File: config.mk
export PLATFORM = sky130hd
export DESIGN_NAME = search_window_fetch_address_gen_flat
export DESIGN_NICKNAME = d
export VERILOG_FILES = /design/src/hdl/swf_pkg.sv /design/src/hdl/swf_in_if.sv /design/src/hdl/swf_out_if.sv /design/src/hdl/swf_ctrl.sv /design/src/hdl/swf_dp.sv /design/src/hdl/search_window_fetch_address_gen.sv /design/src/flat_wrapper.sv
export SDC_FILE = /design/constraint.sdc
export NUM_CORES = 1
export LEC_CHECK = 0
export ABC_CLOCK_PERIOD_IN_PS = 7900
export BUFFER_PORTS_ARGS = -buffer_cell sky130_fd_sc_hd__buf_2
export CAP_MARGIN = 20
export CORE_MARGIN = 10
export CORE_UTILIZATION = 60
export CTS_BUF_LIST = sky130_fd_sc_hd__clkbuf_8 sky130_fd_sc_hd__clkbuf_16
export DETAILED_ROUTE_END_ITERATION = 7
export GPL_ROUTABILITY_DRIVEN = 0
export GPL_TIMING_DRIVEN = 0
export MAX_ROUTING_LAYER = met4
export PLACE_DENSITY = 0.76
export SYNTH_ARGS = -nofsm -noshare
export SYNTH_HDL_FRONTEND = slang
export SYNTH_SLANG_ARGS = --single-unit
File: constraint.sdc
create_clock -name i_clk -period 7.9 [get_ports i_clk]
set_clock_uncertainty 0.2 [all_clocks]
set_input_delay 0 -clock i_clk [delete_from_list [all_inputs] [get_ports i_clk]]
set_output_delay 0 -clock i_clk [all_outputs]
set_load 0.1 [all_outputs]
File: src/hdl/swf_pkg.sv
`timescale 1ns / 1ps

package swf_pkg;

    localparam int C_BLOCK_SIZE   = 16;
    localparam int C_WINDOW_WORDS = 32;
    localparam int C_SEARCH_X     = 16;
    localparam int C_SEARCH_Y     = 16;

    localparam int C_COL_W   = $clog2(C_WINDOW_WORDS);
    localparam int C_LINES_W = $clog2(C_BLOCK_SIZE + 2 * C_SEARCH_Y + 1);
    localparam int C_BURST_W = $clog2((C_BLOCK_SIZE + C_SEARCH_X) / 4 + 1);
    localparam int C_TOP_W   = $clog2(C_SEARCH_Y + 1);

    localparam logic [C_BURST_W-1:0] C_BURST_WIDE   =
        C_BURST_W'((C_BLOCK_SIZE + C_SEARCH_X) / 4);
    localparam logic [C_BURST_W-1:0] C_BURST_NARROW = C_BURST_W'(C_BLOCK_SIZE / 4);
    localparam logic [C_COL_W-1:0]   C_WCOL_START   = C_COL_W'(C_SEARCH_X / 4);

    localparam logic [0:0] C_REG_MB_COLS = 1'b0;
    localparam logic [0:0] C_REG_MB_ROWS = 1'b1;

    typedef enum logic [1:0] {
        S_IDLE,
        S_PREP,
        S_MUL,
        S_EMIT
    } t_state;

    typedef struct packed {
        logic load_in;
        logic prep;
        logic mul;
        logic emit;
    } t_cmd;

    typedef struct packed {
        logic intra;
        logic last;
        logic out_free;
    } t_sts;

endpackage

File: src/hdl/swf_in_if.sv
`timescale 1ns / 1ps

interface swf_in_if;
    logic       valid;
    logic       ready;
    logic [7:0] mb_col;
    logic [7:0] mb_row;
    logic       intra_frame;

    modport source (output valid, output mb_col, output mb_row, output intra_frame,
                    input ready);
    modport sink (input valid, input mb_col, input mb_row, input intra_frame,
                  output ready);
endinterface

File: src/hdl/swf_out_if.sv
`timescale 1ns / 1ps

interface swf_out_if;
    logic        valid;
    logic        ready;
    logic [21:0] ref_word_addr;
    logic [5:0]  window_row;
    logic [4:0]  window_col_start;
    logic [3:0]  burst_words;
    logic        last_line;

    modport source (output valid, output ref_word_addr, output window_row,
                    output window_col_start, output burst_words, output last_line,
                    input ready);
    modport sink (input valid, input ref_word_addr, input window_row,
                  input window_col_start, input burst_words, input last_line,
                  output ready);
endinterface

File: src/hdl/swf_ctrl.sv
`timescale 1ns / 1ps

module swf_ctrl (
    input  logic          i_clk,
    input  logic          i_rst_n,
    input  logic          i_in_valid,
    output logic          o_in_ready,
    output swf_pkg::t_cmd o_cmd,
    input  swf_pkg::t_sts i_sts
);
    import swf_pkg::*;

    t_state r_state;
    t_state n_state;

    always_ff @(posedge i_clk) begin
        if (!i_rst_n) begin
            r_state <= S_IDLE;
        end else begin
            r_state <= n_state;
        end
    end

    always_comb begin
        n_state = r_state;
        case (r_state)
            S_IDLE: begin
                if (i_in_valid) n_state = S_PREP;
            end
            S_PREP: begin
                n_state = i_sts.intra ? S_IDLE : S_MUL;
            end
            S_MUL: begin
                n_state = S_EMIT;
            end
            S_EMIT: begin
                if (i_sts.out_free && i_sts.last) n_state = S_IDLE;
            end
            default: begin
                n_state = S_IDLE;
            end
        endcase
    end

    always_comb begin
        o_in_ready    = 1'b0;
        o_cmd         = '0;
        case (r_state)
            S_IDLE: begin
                o_in_ready    = 1'b1;
                o_cmd.load_in = i_in_valid;
            end
            S_PREP: begin
                o_cmd.prep = 1'b1;
            end
            S_MUL: begin
                o_cmd.mul = 1'b1;
            end
            S_EMIT: begin
                o_cmd.emit = i_sts.out_free;
            end
            default: begin
                o_in_ready = 1'b0;
            end
        endcase
    end

endmodule

File: src/hdl/swf_dp.sv
`timescale 1ns / 1ps

module swf_dp (
    input  logic          i_clk,
    input  logic          i_rst_n,
    input  logic          i_cfg_we,
    input  logic          i_cfg_idx,
    input  logic [7:0]    i_cfg_data,
    input  logic [7:0]    i_mb_col,
    input  logic [7:0]    i_mb_row,
    input  logic          i_intra_frame,
    input  swf_pkg::t_cmd i_cmd,
    output swf_pkg::t_sts o_sts,
    output logic          o_out_valid,
    input  logic          i_out_ready,
    output logic [21:0]   o_ref_word_addr,
    output logic [5:0]    o_window_row,
    output logic [4:0]    o_window_col_start,
    output logic [3:0]    o_burst_words,
    output logic          o_last_line
);
    import swf_pkg::*;

    logic [7:0]           r_mb_cols;
    logic [7:0]           r_mb_rows;
    logic [9:0]           r_fc;
    logic [C_COL_W-1:0]   r_wcol;

    logic [7:0]           r_col;
    logic [7:0]           r_row;
    logic                 r_intra;

    logic [11:0]          r_base_row;
    logic [9:0]           r_fc_old;
    logic [9:0]           r_wpl;
    logic [C_LINES_W-1:0] r_lines;
    logic [C_BURST_W-1:0] r_burst;
    logic [C_COL_W-1:0]   r_wcol_line;
    logic [5:0]           r_wrow;
    logic [21:0]          r_addr;
    logic [C_LINES_W-1:0] r_line;
    logic                 r_out_valid;

    logic [11:0]          w_row16;
    logic [12:0]          w_row1_16;
    logic [13:0]          w_below_lhs;
    logic [12:0]          w_rows16;
    logic [C_TOP_W-1:0]   w_top;
    logic [C_TOP_W-1:0]   w_below;
    logic [9:0]           w_wpl;
    logic [C_BURST_W-1:0] w_burst_nom;
    logic [10:0]          w_burst_sum;
    logic [C_BURST_W-1:0] w_burst;
    logic                 w_last_col;
    logic [C_COL_W-1:0]   w_wcol_line;
    logic [21:0]          w_prod;
    logic                 w_last;
    logic                 w_out_free;

    always_comb begin
        w_row16     = {r_row, 4'b0000};
        w_row1_16   = {(9'(r_row) + 9'd1), 4'b0000};
        w_below_lhs = 14'(w_row1_16) + 14'(C_SEARCH_Y);
        w_rows16    = {1'b0, r_mb_rows, 4'b0000};
        w_top       = (w_row16 < 12'(C_SEARCH_Y)) ? C_TOP_W'(w_row16) : C_TOP_W'(C_SEARCH_Y);
        if (w_below_lhs >= 14'(w_rows16)) begin
            w_below = (w_rows16 > w_row1_16) ? C_TOP_W'(w_rows16 - w_row1_16) : '0;
        end else begin
            w_below = C_TOP_W'(C_SEARCH_Y);
        end
        w_wpl       = {r_mb_cols, 2'b00};
        w_burst_nom = (r_col == 8'd0) ? C_BURST_WIDE : C_BURST_NARROW;
        w_burst_sum = 11'(r_fc) + 11'(w_burst_nom);
        if (w_burst_sum > 11'(w_wpl)) begin
            w_burst = (w_wpl > r_fc) ? C_BURST_W'(w_wpl - r_fc) : '0;
        end else begin
            w_burst = w_burst_nom;
        end
        w_last_col  = (r_mb_cols != 8'd0) && (r_col == (r_mb_cols - 8'd1));
        w_wcol_line = (r_col == 8'd0) ? C_WCOL_START : r_wcol;
        w_prod      = 22'(r_base_row) * 22'(r_wpl);
        w_last      = (r_line == (r_lines - C_LINES_W'(1)));
        w_out_free  = !r_out_valid || i_out_ready;
    end

    always_ff @(posedge i_clk) begin
        if (!i_rst_n) begin
            r_mb_cols   <= 8'd1;
            r_mb_rows   <= 8'd1;
            r_fc        <= '0;
            r_wcol      <= C_WCOL_START;
            r_out_valid <= 1'b0;
        end else begin
            if (i_cfg_we) begin
                case (i_cfg_idx)
                    C_REG_MB_COLS: r_mb_cols <= i_cfg_data;
                    C_REG_MB_ROWS: r_mb_rows <= i_cfg_data;
                    default:       r_mb_cols <= r_mb_cols;
                endcase
            end
            if (i_cmd.prep) begin
                r_fc <= w_last_col ? 10'd0 : 10'(r_fc + 10'(w_burst));
                if (!r_intra) begin
                    r_wcol <= C_COL_W'(w_wcol_line + C_COL_W'(w_burst));
                end
            end
            if (i_cmd.emit) begin
                r_out_valid <= 1'b1;
            end else if (i_out_ready) begin
                r_out_valid <= 1'b0;
            end
        end
    end

    always_ff @(posedge i_clk) begin
        if (i_cmd.load_in) begin
            r_col   <= i_mb_col;
            r_row   <= i_mb_row;
            r_intra <= i_intra_frame;
        end
        if (i_cmd.prep) begin
            r_base_row  <= w_row16 - 12'(w_top);
            r_fc_old    <= r_fc;
            r_wpl       <= w_wpl;
            r_lines     <= C_LINES_W'(w_top) + C_LINES_W'(C_BLOCK_SIZE) + C_LINES_W'(w_below);
            r_burst     <= w_burst;
            r_wcol_line <= w_wcol_line;
            r_wrow      <= 6'(C_SEARCH_Y) - 6'(w_top);
        end
        if (i_cmd.mul) begin
            r_addr <= w_prod + 22'(r_fc_old);
            r_line <= '0;
        end
        if (i_cmd.emit) begin
            o_ref_word_addr    <= r_addr;
            o_window_row       <= r_wrow;
            o_window_col_start <= 5'(r_wcol_line);
            o_burst_words      <= 4'(r_burst);
            o_last_line        <= w_last;
            r_addr             <= r_addr + 22'(r_wpl);
            r_wrow             <= r_wrow + 6'd1;
            r_line             <= r_line + C_LINES_W'(1);
        end
    end

    assign o_out_valid    = r_out_valid;
    assign o_sts.intra    = r_intra;
    assign o_sts.last     = w_last;
    assign o_sts.out_free = w_out_free;

endmodule

File: src/hdl/search_window_fetch_address_gen.sv
`timescale 1ns / 1ps

// Search window fetch address generator. Each transfer on the input channel names
// one macroblock by column, row and intra flag. For a non-intra macroblock the block
// produces one transfer per reference line on the output channel, carrying the frame
// word address, the window buffer row, the first window column, the burst width in
// words and a flag on the final line. An intra macroblock produces no output but still
// advances the running fetch column.
// Frame size is set through the write port (index 0: width, index 1: height, both in
// macroblocks); the user must write it only while the block is idle, and the block
// itself does not enforce this. Timing: after an input transfer the block does the
// clamping arithmetic in a prep state and the address multiply in a multiply state,
// then emits one line per cycle while the output is not stalled. A non-intra
// macroblock occupies the block for its lines (16 plus the clamped rows above and
// below, at most 48 here) and those two states; an intra one only for the prep state.
// Results sit in an output register, so the next macroblock is accepted while the
// last line still waits. A stall on the output holds the current line and pauses the
// sequencer. Reset restores both frame dimensions to 1, the fetch column to 0 and the
// window column to its start value.
module search_window_fetch_address_gen (
    input  logic       i_clk,
    input  logic       i_rst_n,
    input  logic       i_cfg_we,
    input  logic       i_cfg_idx,
    input  logic [7:0] i_cfg_data,
    swf_in_if.sink     i_mb,
    swf_out_if.source  o_line
);
    import swf_pkg::*;

    t_cmd w_cmd;
    t_sts w_sts;

    swf_ctrl u_ctrl (
        .i_clk      (i_clk),
        .i_rst_n    (i_rst_n),
        .i_in_valid (i_mb.valid),
        .o_in_ready (i_mb.ready),
        .o_cmd      (w_cmd),
        .i_sts      (w_sts)
    );

    swf_dp u_dp (
        .i_clk              (i_clk),
        .i_rst_n            (i_rst_n),
        .i_cfg_we           (i_cfg_we),
        .i_cfg_idx          (i_cfg_idx),
        .i_cfg_data         (i_cfg_data),
        .i_mb_col           (i_mb.mb_col),
        .i_mb_row           (i_mb.mb_row),
        .i_intra_frame      (i_mb.intra_frame),
        .i_cmd              (w_cmd),
        .o_sts              (w_sts),
        .o_out_valid        (o_line.valid),
        .i_out_ready        (o_line.ready),
        .o_ref_word_addr    (o_line.ref_word_addr),
        .o_window_row       (o_line.window_row),
        .o_window_col_start (o_line.window_col_start),
        .o_burst_words      (o_line.burst_words),
        .o_last_line        (o_line.last_line)
    );

endmodule

File: src/flat_wrapper.sv
// flat-port wrapper written by rule: the top's interface ports become plain ports
module search_window_fetch_address_gen_flat import swf_pkg::*;
  (i_clk, i_rst_n, i_cfg_we, i_cfg_idx, i_cfg_data, i_mb_valid, i_mb_mb_col, i_mb_mb_row, i_mb_intra_frame, i_mb_ready, o_line_valid, o_line_ref_word_addr, o_line_window_row, o_line_window_col_start, o_line_burst_words, o_line_last_line, o_line_ready);
  swf_in_if i_mb_i ();
  swf_out_if o_line_i ();
  input  logic i_clk;
  input  logic i_rst_n;
  input  logic i_cfg_we;
  input  logic i_cfg_idx;
  input  logic [7:0] i_cfg_data;
  input wire logic [$bits(i_mb_i.valid)-1:0] i_mb_valid;
  input wire logic [$bits(i_mb_i.mb_col)-1:0] i_mb_mb_col;
  input wire logic [$bits(i_mb_i.mb_row)-1:0] i_mb_mb_row;
  input wire logic [$bits(i_mb_i.intra_frame)-1:0] i_mb_intra_frame;
  output wire logic [$bits(i_mb_i.ready)-1:0] i_mb_ready;
  output wire logic [$bits(o_line_i.valid)-1:0] o_line_valid;
  output wire logic [$bits(o_line_i.ref_word_addr)-1:0] o_line_ref_word_addr;
  output wire logic [$bits(o_line_i.window_row)-1:0] o_line_window_row;
  output wire logic [$bits(o_line_i.window_col_start)-1:0] o_line_window_col_start;
  output wire logic [$bits(o_line_i.burst_words)-1:0] o_line_burst_words;
  output wire logic [$bits(o_line_i.last_line)-1:0] o_line_last_line;
  input wire logic [$bits(o_line_i.ready)-1:0] o_line_ready;
  assign i_mb_i.valid = i_mb_valid;
  assign i_mb_i.mb_col = i_mb_mb_col;
  assign i_mb_i.mb_row = i_mb_mb_row;
  assign i_mb_i.intra_frame = i_mb_intra_frame;
  assign i_mb_ready = i_mb_i.ready;
  assign o_line_valid = o_line_i.valid;
  assign o_line_ref_word_addr = o_line_i.ref_word_addr;
  assign o_line_window_row = o_line_i.window_row;
  assign o_line_window_col_start = o_line_i.window_col_start;
  assign o_line_burst_words = o_line_i.burst_words;
  assign o_line_last_line = o_line_i.last_line;
  assign o_line_i.ready = o_line_ready;
  search_window_fetch_address_gen u_core (.i_clk(i_clk), .i_rst_n(i_rst_n), .i_cfg_we(i_cfg_we), .i_cfg_idx(i_cfg_idx), .i_cfg_data(i_cfg_data), .i_mb(i_mb_i), .o_line(o_line_i));
endmodule
==> metrics.md <==
| Metric | Value |
|---|---|
| Post-synthesis average cell area | around 11 µm² |
| Share of layout cells above drive strength 1 | 0.1148 |
| Pwr Total | 4.007 mW |
| Setup TNS | 0 ns |
| H-tree Lvls | 4 |
| Nets | roughly 1300 |
| CP top delay family | adder cells |
| Count of cell types in the netlist | 70 |
| Hold_sp | i_mb_mb_row[4] |
| Post-synth ARST share | 0 |
| Mapped Nets | roughly 1200 |
| Post-CTS Setup Inserts | 0 |
| Vias in the first global route | between 7000 and 8000 |
| Slowest stage delay, CP | between 0.5 and 0.6 ns |
| Final setup violation count | 0 |
| Initial drt markers | 396 |
| Max_slew headroom | 0.3985 |
| R2r startpoint | u_core.u_dp.r_wpl[6] |
| # IOs | a little over 70 |
| Routed vias/inst | approximately 5.4 |
| Largest net degree at the start of global routing | 43 |
| Drt wl/cell | around 15 µm |
| Max Fclk | approximately 190 MHz |
| Tmin final | approximately 5.4 ns |
| Crit start category | flip-flop |
| Share of the synthesized area in the top cell type | 0.3573 |
| Slowest-stage cell, CP | edfxtp_1 |
| Synth area leaders | edfxtp_1 (36%), ha_1 (12%), fa_1 (7.8%) |
| Clock root buffer | clkbuf_16 |
| Total GRT Usage | 0.1923 |
| DR vias | between 7000 and 8000 |
| Routed wire length | about 21000 µm |
| Multi-input gate area | approximately 5700 µm² |
| Pwr dens | 326.9 nW/µm² |
| DRC viols | 0 |
| Synthesized instance count | 1005 |
| IO Port Bufs | 70 |
| Final hold slack | 0.08365 ns |
| Synth cell count leaders | edfxtp_1 (126), inv_1 (102), ha_1 (100), nand2_1 (85), and2_1 (66) |
| Class of the worst hold path | in2reg |
| Worst path buffer plus inverter count | 5 |
| EDFF count, synth | around 130 |
| Antenna Nets Post-Route | 0 |
| Initial antenna violation count | 0 |
| Worst Setup End Kind | flip-flop |
| Fillers | around 1300 |
| Clock buffer depth | 2 |
| Clk slew on worst S/H paths | around 0.070 ns |
| Clock latency on the worst-skew pair | about 0.43 ns |
| Synth Register Bits | between 150 and 200 |
| Sequential Area | between 4000 and 5000 µm² |
| First-pass GRT wire length | 36510 µm |
| Area grow syn2layout | 15.75% |
| Max VDD drop | around 0.26 mV |
| Max Slew Vio Count | 0 |
| Final worst slack | 2.540 ns |
| Pleak | between 5 and 6 nW |
| Post-DP HPWL | around 16000 µm |
| Die Y | between 150 and 200 µm |
| Status | complete, no violations |
| Synthesized cell area | around 11000 µm² |
| Req. time, crit path | approximately 7.9 ns |
| Antenna Cells | 0 |
| Die width | around 150 µm |
| # resized after CTS | 0 |
| Largest area contributor in the netlist | edfxtp_1 |
| Initial core utilization | 0.6122 |
| Clock Sinks | 160 |
| GRT overflow | 0 |
| Final Hold Viols | 0 |
| Max Cap Viol | 0 |
| Final core utilization | 0.7086 |
| CTS Buf Count | 17 |
| Sequential area share after synthesis | 0.4216 |
| YS warnings | 0 |
| Crit Path Max Fanout | 9 |
| Pre-antenna DRT Iters | 4 |
| Final period util | 0.6785 |
| Hold-fix buffers at CTS | ~40 |
| CTS tree | done |
| CP cell instances | and2_1, fa_1, inv_1, fa_1, inv_1, fa_1, inv_1, fa_1, inv_1, ha_1, buf_6, a21o_1, a21oi_2, a31o_2, o21ai_2, a211oi_1, and4_1, nor3_1 |
| RSZ-0062 raised after global routing | no |
| Pre-CTS WS | 2.525 ns |
| Die Area | approximately 23000 µm² |
| Core area | about 17000 µm² |
| Cell with the most instances after synthesis | edfxtp_1 |
| Setup Crit Path Kind | reg2reg |
| Rows | 48 |
| Actual slew at the worst max-slew pin | 0.9023 ns |
| Crit path DAT | 5.34 ns |
| Worst Setup SP | u_core.u_dp.r_wpl[6] |
| Main synth FF type | edfxtp_1 |
-- worst reg2reg max path: stages (launching register included) --
cell and delay [ns]:
edfxtp_1 0.55, and2_1 0.26, fa_1 0.54, inv_1 0.06, fa_1 0.47, inv_1 0.05
fa_1 0.53, inv_1 0.05, fa_1 0.52, inv_1 0.04, ha_1 0.29, buf_6 0.14
a21o_1 0.18, a21oi_2 0.20, a31o_2 0.22, o21ai_2 0.10, a211oi_1 0.41, and4_1 0.26
nor3_1 0.05
-- layout by cell type, fill, tap and decap left out, types with 34 or more instances in the layout --
| master | instances |
|---|---|
| ha_1 | 100 |
| dlygate4sd3_1 | 41 |
| buf_2 | 73 |
| edfxtp_1 | 126 |
| a21oi_1 | 53 |
| xnor2_1 | 49 |
| nand2_1 | 85 |
| fa_1 | 41 |
| dfxtp_1 | 34 |
| inv_1 | 102 |
| nand3_1 | 36 |
| xor2_1 | 42 |
| nor2_1 | 63 |
| and2_1 | 66 |
-- through the flow --
step | area, µm² | instances
CTS | 12230 | 1374
floorplan | 10590 | 1005
global route | 12260 | 1375
detailed placement | 11240 | 1301
global placement | 11220 | 1300
finish | 12260 | 1375
-- flip-flops by register name (all words and copies together) (netlist names), 4 cells and up, named ones only --
name	cells
u_core.u_dp.r_fc	10
u_core.u_dp.r_fc_old	10
u_core.u_dp.r_mb_rows	8
u_core.u_dp.r_row	8
u_core.u_dp.r_base_row	8
u_core.u_dp.r_wcol	5
u_core.u_dp.r_mb_cols	8
u_core.u_dp.r_wcol_line	5
u_core.u_dp.o_window_col_start	5
u_core.u_dp.o_ref_word_addr	22
u_core.u_dp.r_wpl	8
u_core.u_dp.o_burst_words	4
u_core.u_dp.r_addr	22
u_core.u_dp.r_wrow	6
u_core.u_dp.r_burst	4
u_core.u_dp.r_col	8
u_core.u_dp.r_line	6
u_core.u_dp.o_window_row	6
-- power breakdown --
| group | internal (mW) | total [mW] | switching (mW) |
|---|---|---|---|
| sequential | 1.10 | 1.20 | 0.0972 |
| clock | 0.443 | 0.803 | 0.360 |
| combinational | 0.825 | 2.00 | 1.18 |
-- per-layer routing --
metal  track usage  wire length, µm
met1        0.2398             9816
met2        0.3168            10470
met5             -                0
met4       0.04859              244
met3       0.03676              738
-- cell families after synthesis --
| kind of cell | after synthesis | share of synthesized area |
|---|---|---|
| AND/OR/NAND/NOR | 337 | 0.1644 |
| flip-flops | 160 | 0.4216 |
| AO/OA/AOI/OAI | 145 | 0.09051 |
| adder cells (fa/ha/maj) | 141 | 0.1957 |
| buffers and inverters | 123 | 0.04478 |
| XOR/XNOR | 91 | 0.07527 |
| multiplexers | 8 | 0.007799 |
-- worst paths after layout --
| check | end | slack [ns] | depth (start not counted) |
|---|---|---|---|
| hold / removal | u_core.u_dp.r_row[4] | 0.08 | 2 |
| setup / recovery | u_core.u_dp.r_addr[21] | 2.54 | 18 |
| setup reg to reg | u_core.u_dp.r_addr[21] | 2.54 | 18 |
| hold reg to reg | u_core.u_dp.o_window_col_start[4] | 0.22 | 0 |
-- final cells by class --
cell class,count,area share
clock inverters,15,0.01235
well taps,225,0.02297
plain buffers,21,0.007554
clock buffers,17,0.03471
repair buffers,113,0.06595
flip-flops and latches,160,0.3642
inverters,102,0.03124
multi-input cells,722,0.4610
Note: power is estimated with default switching activity, not from simulation.
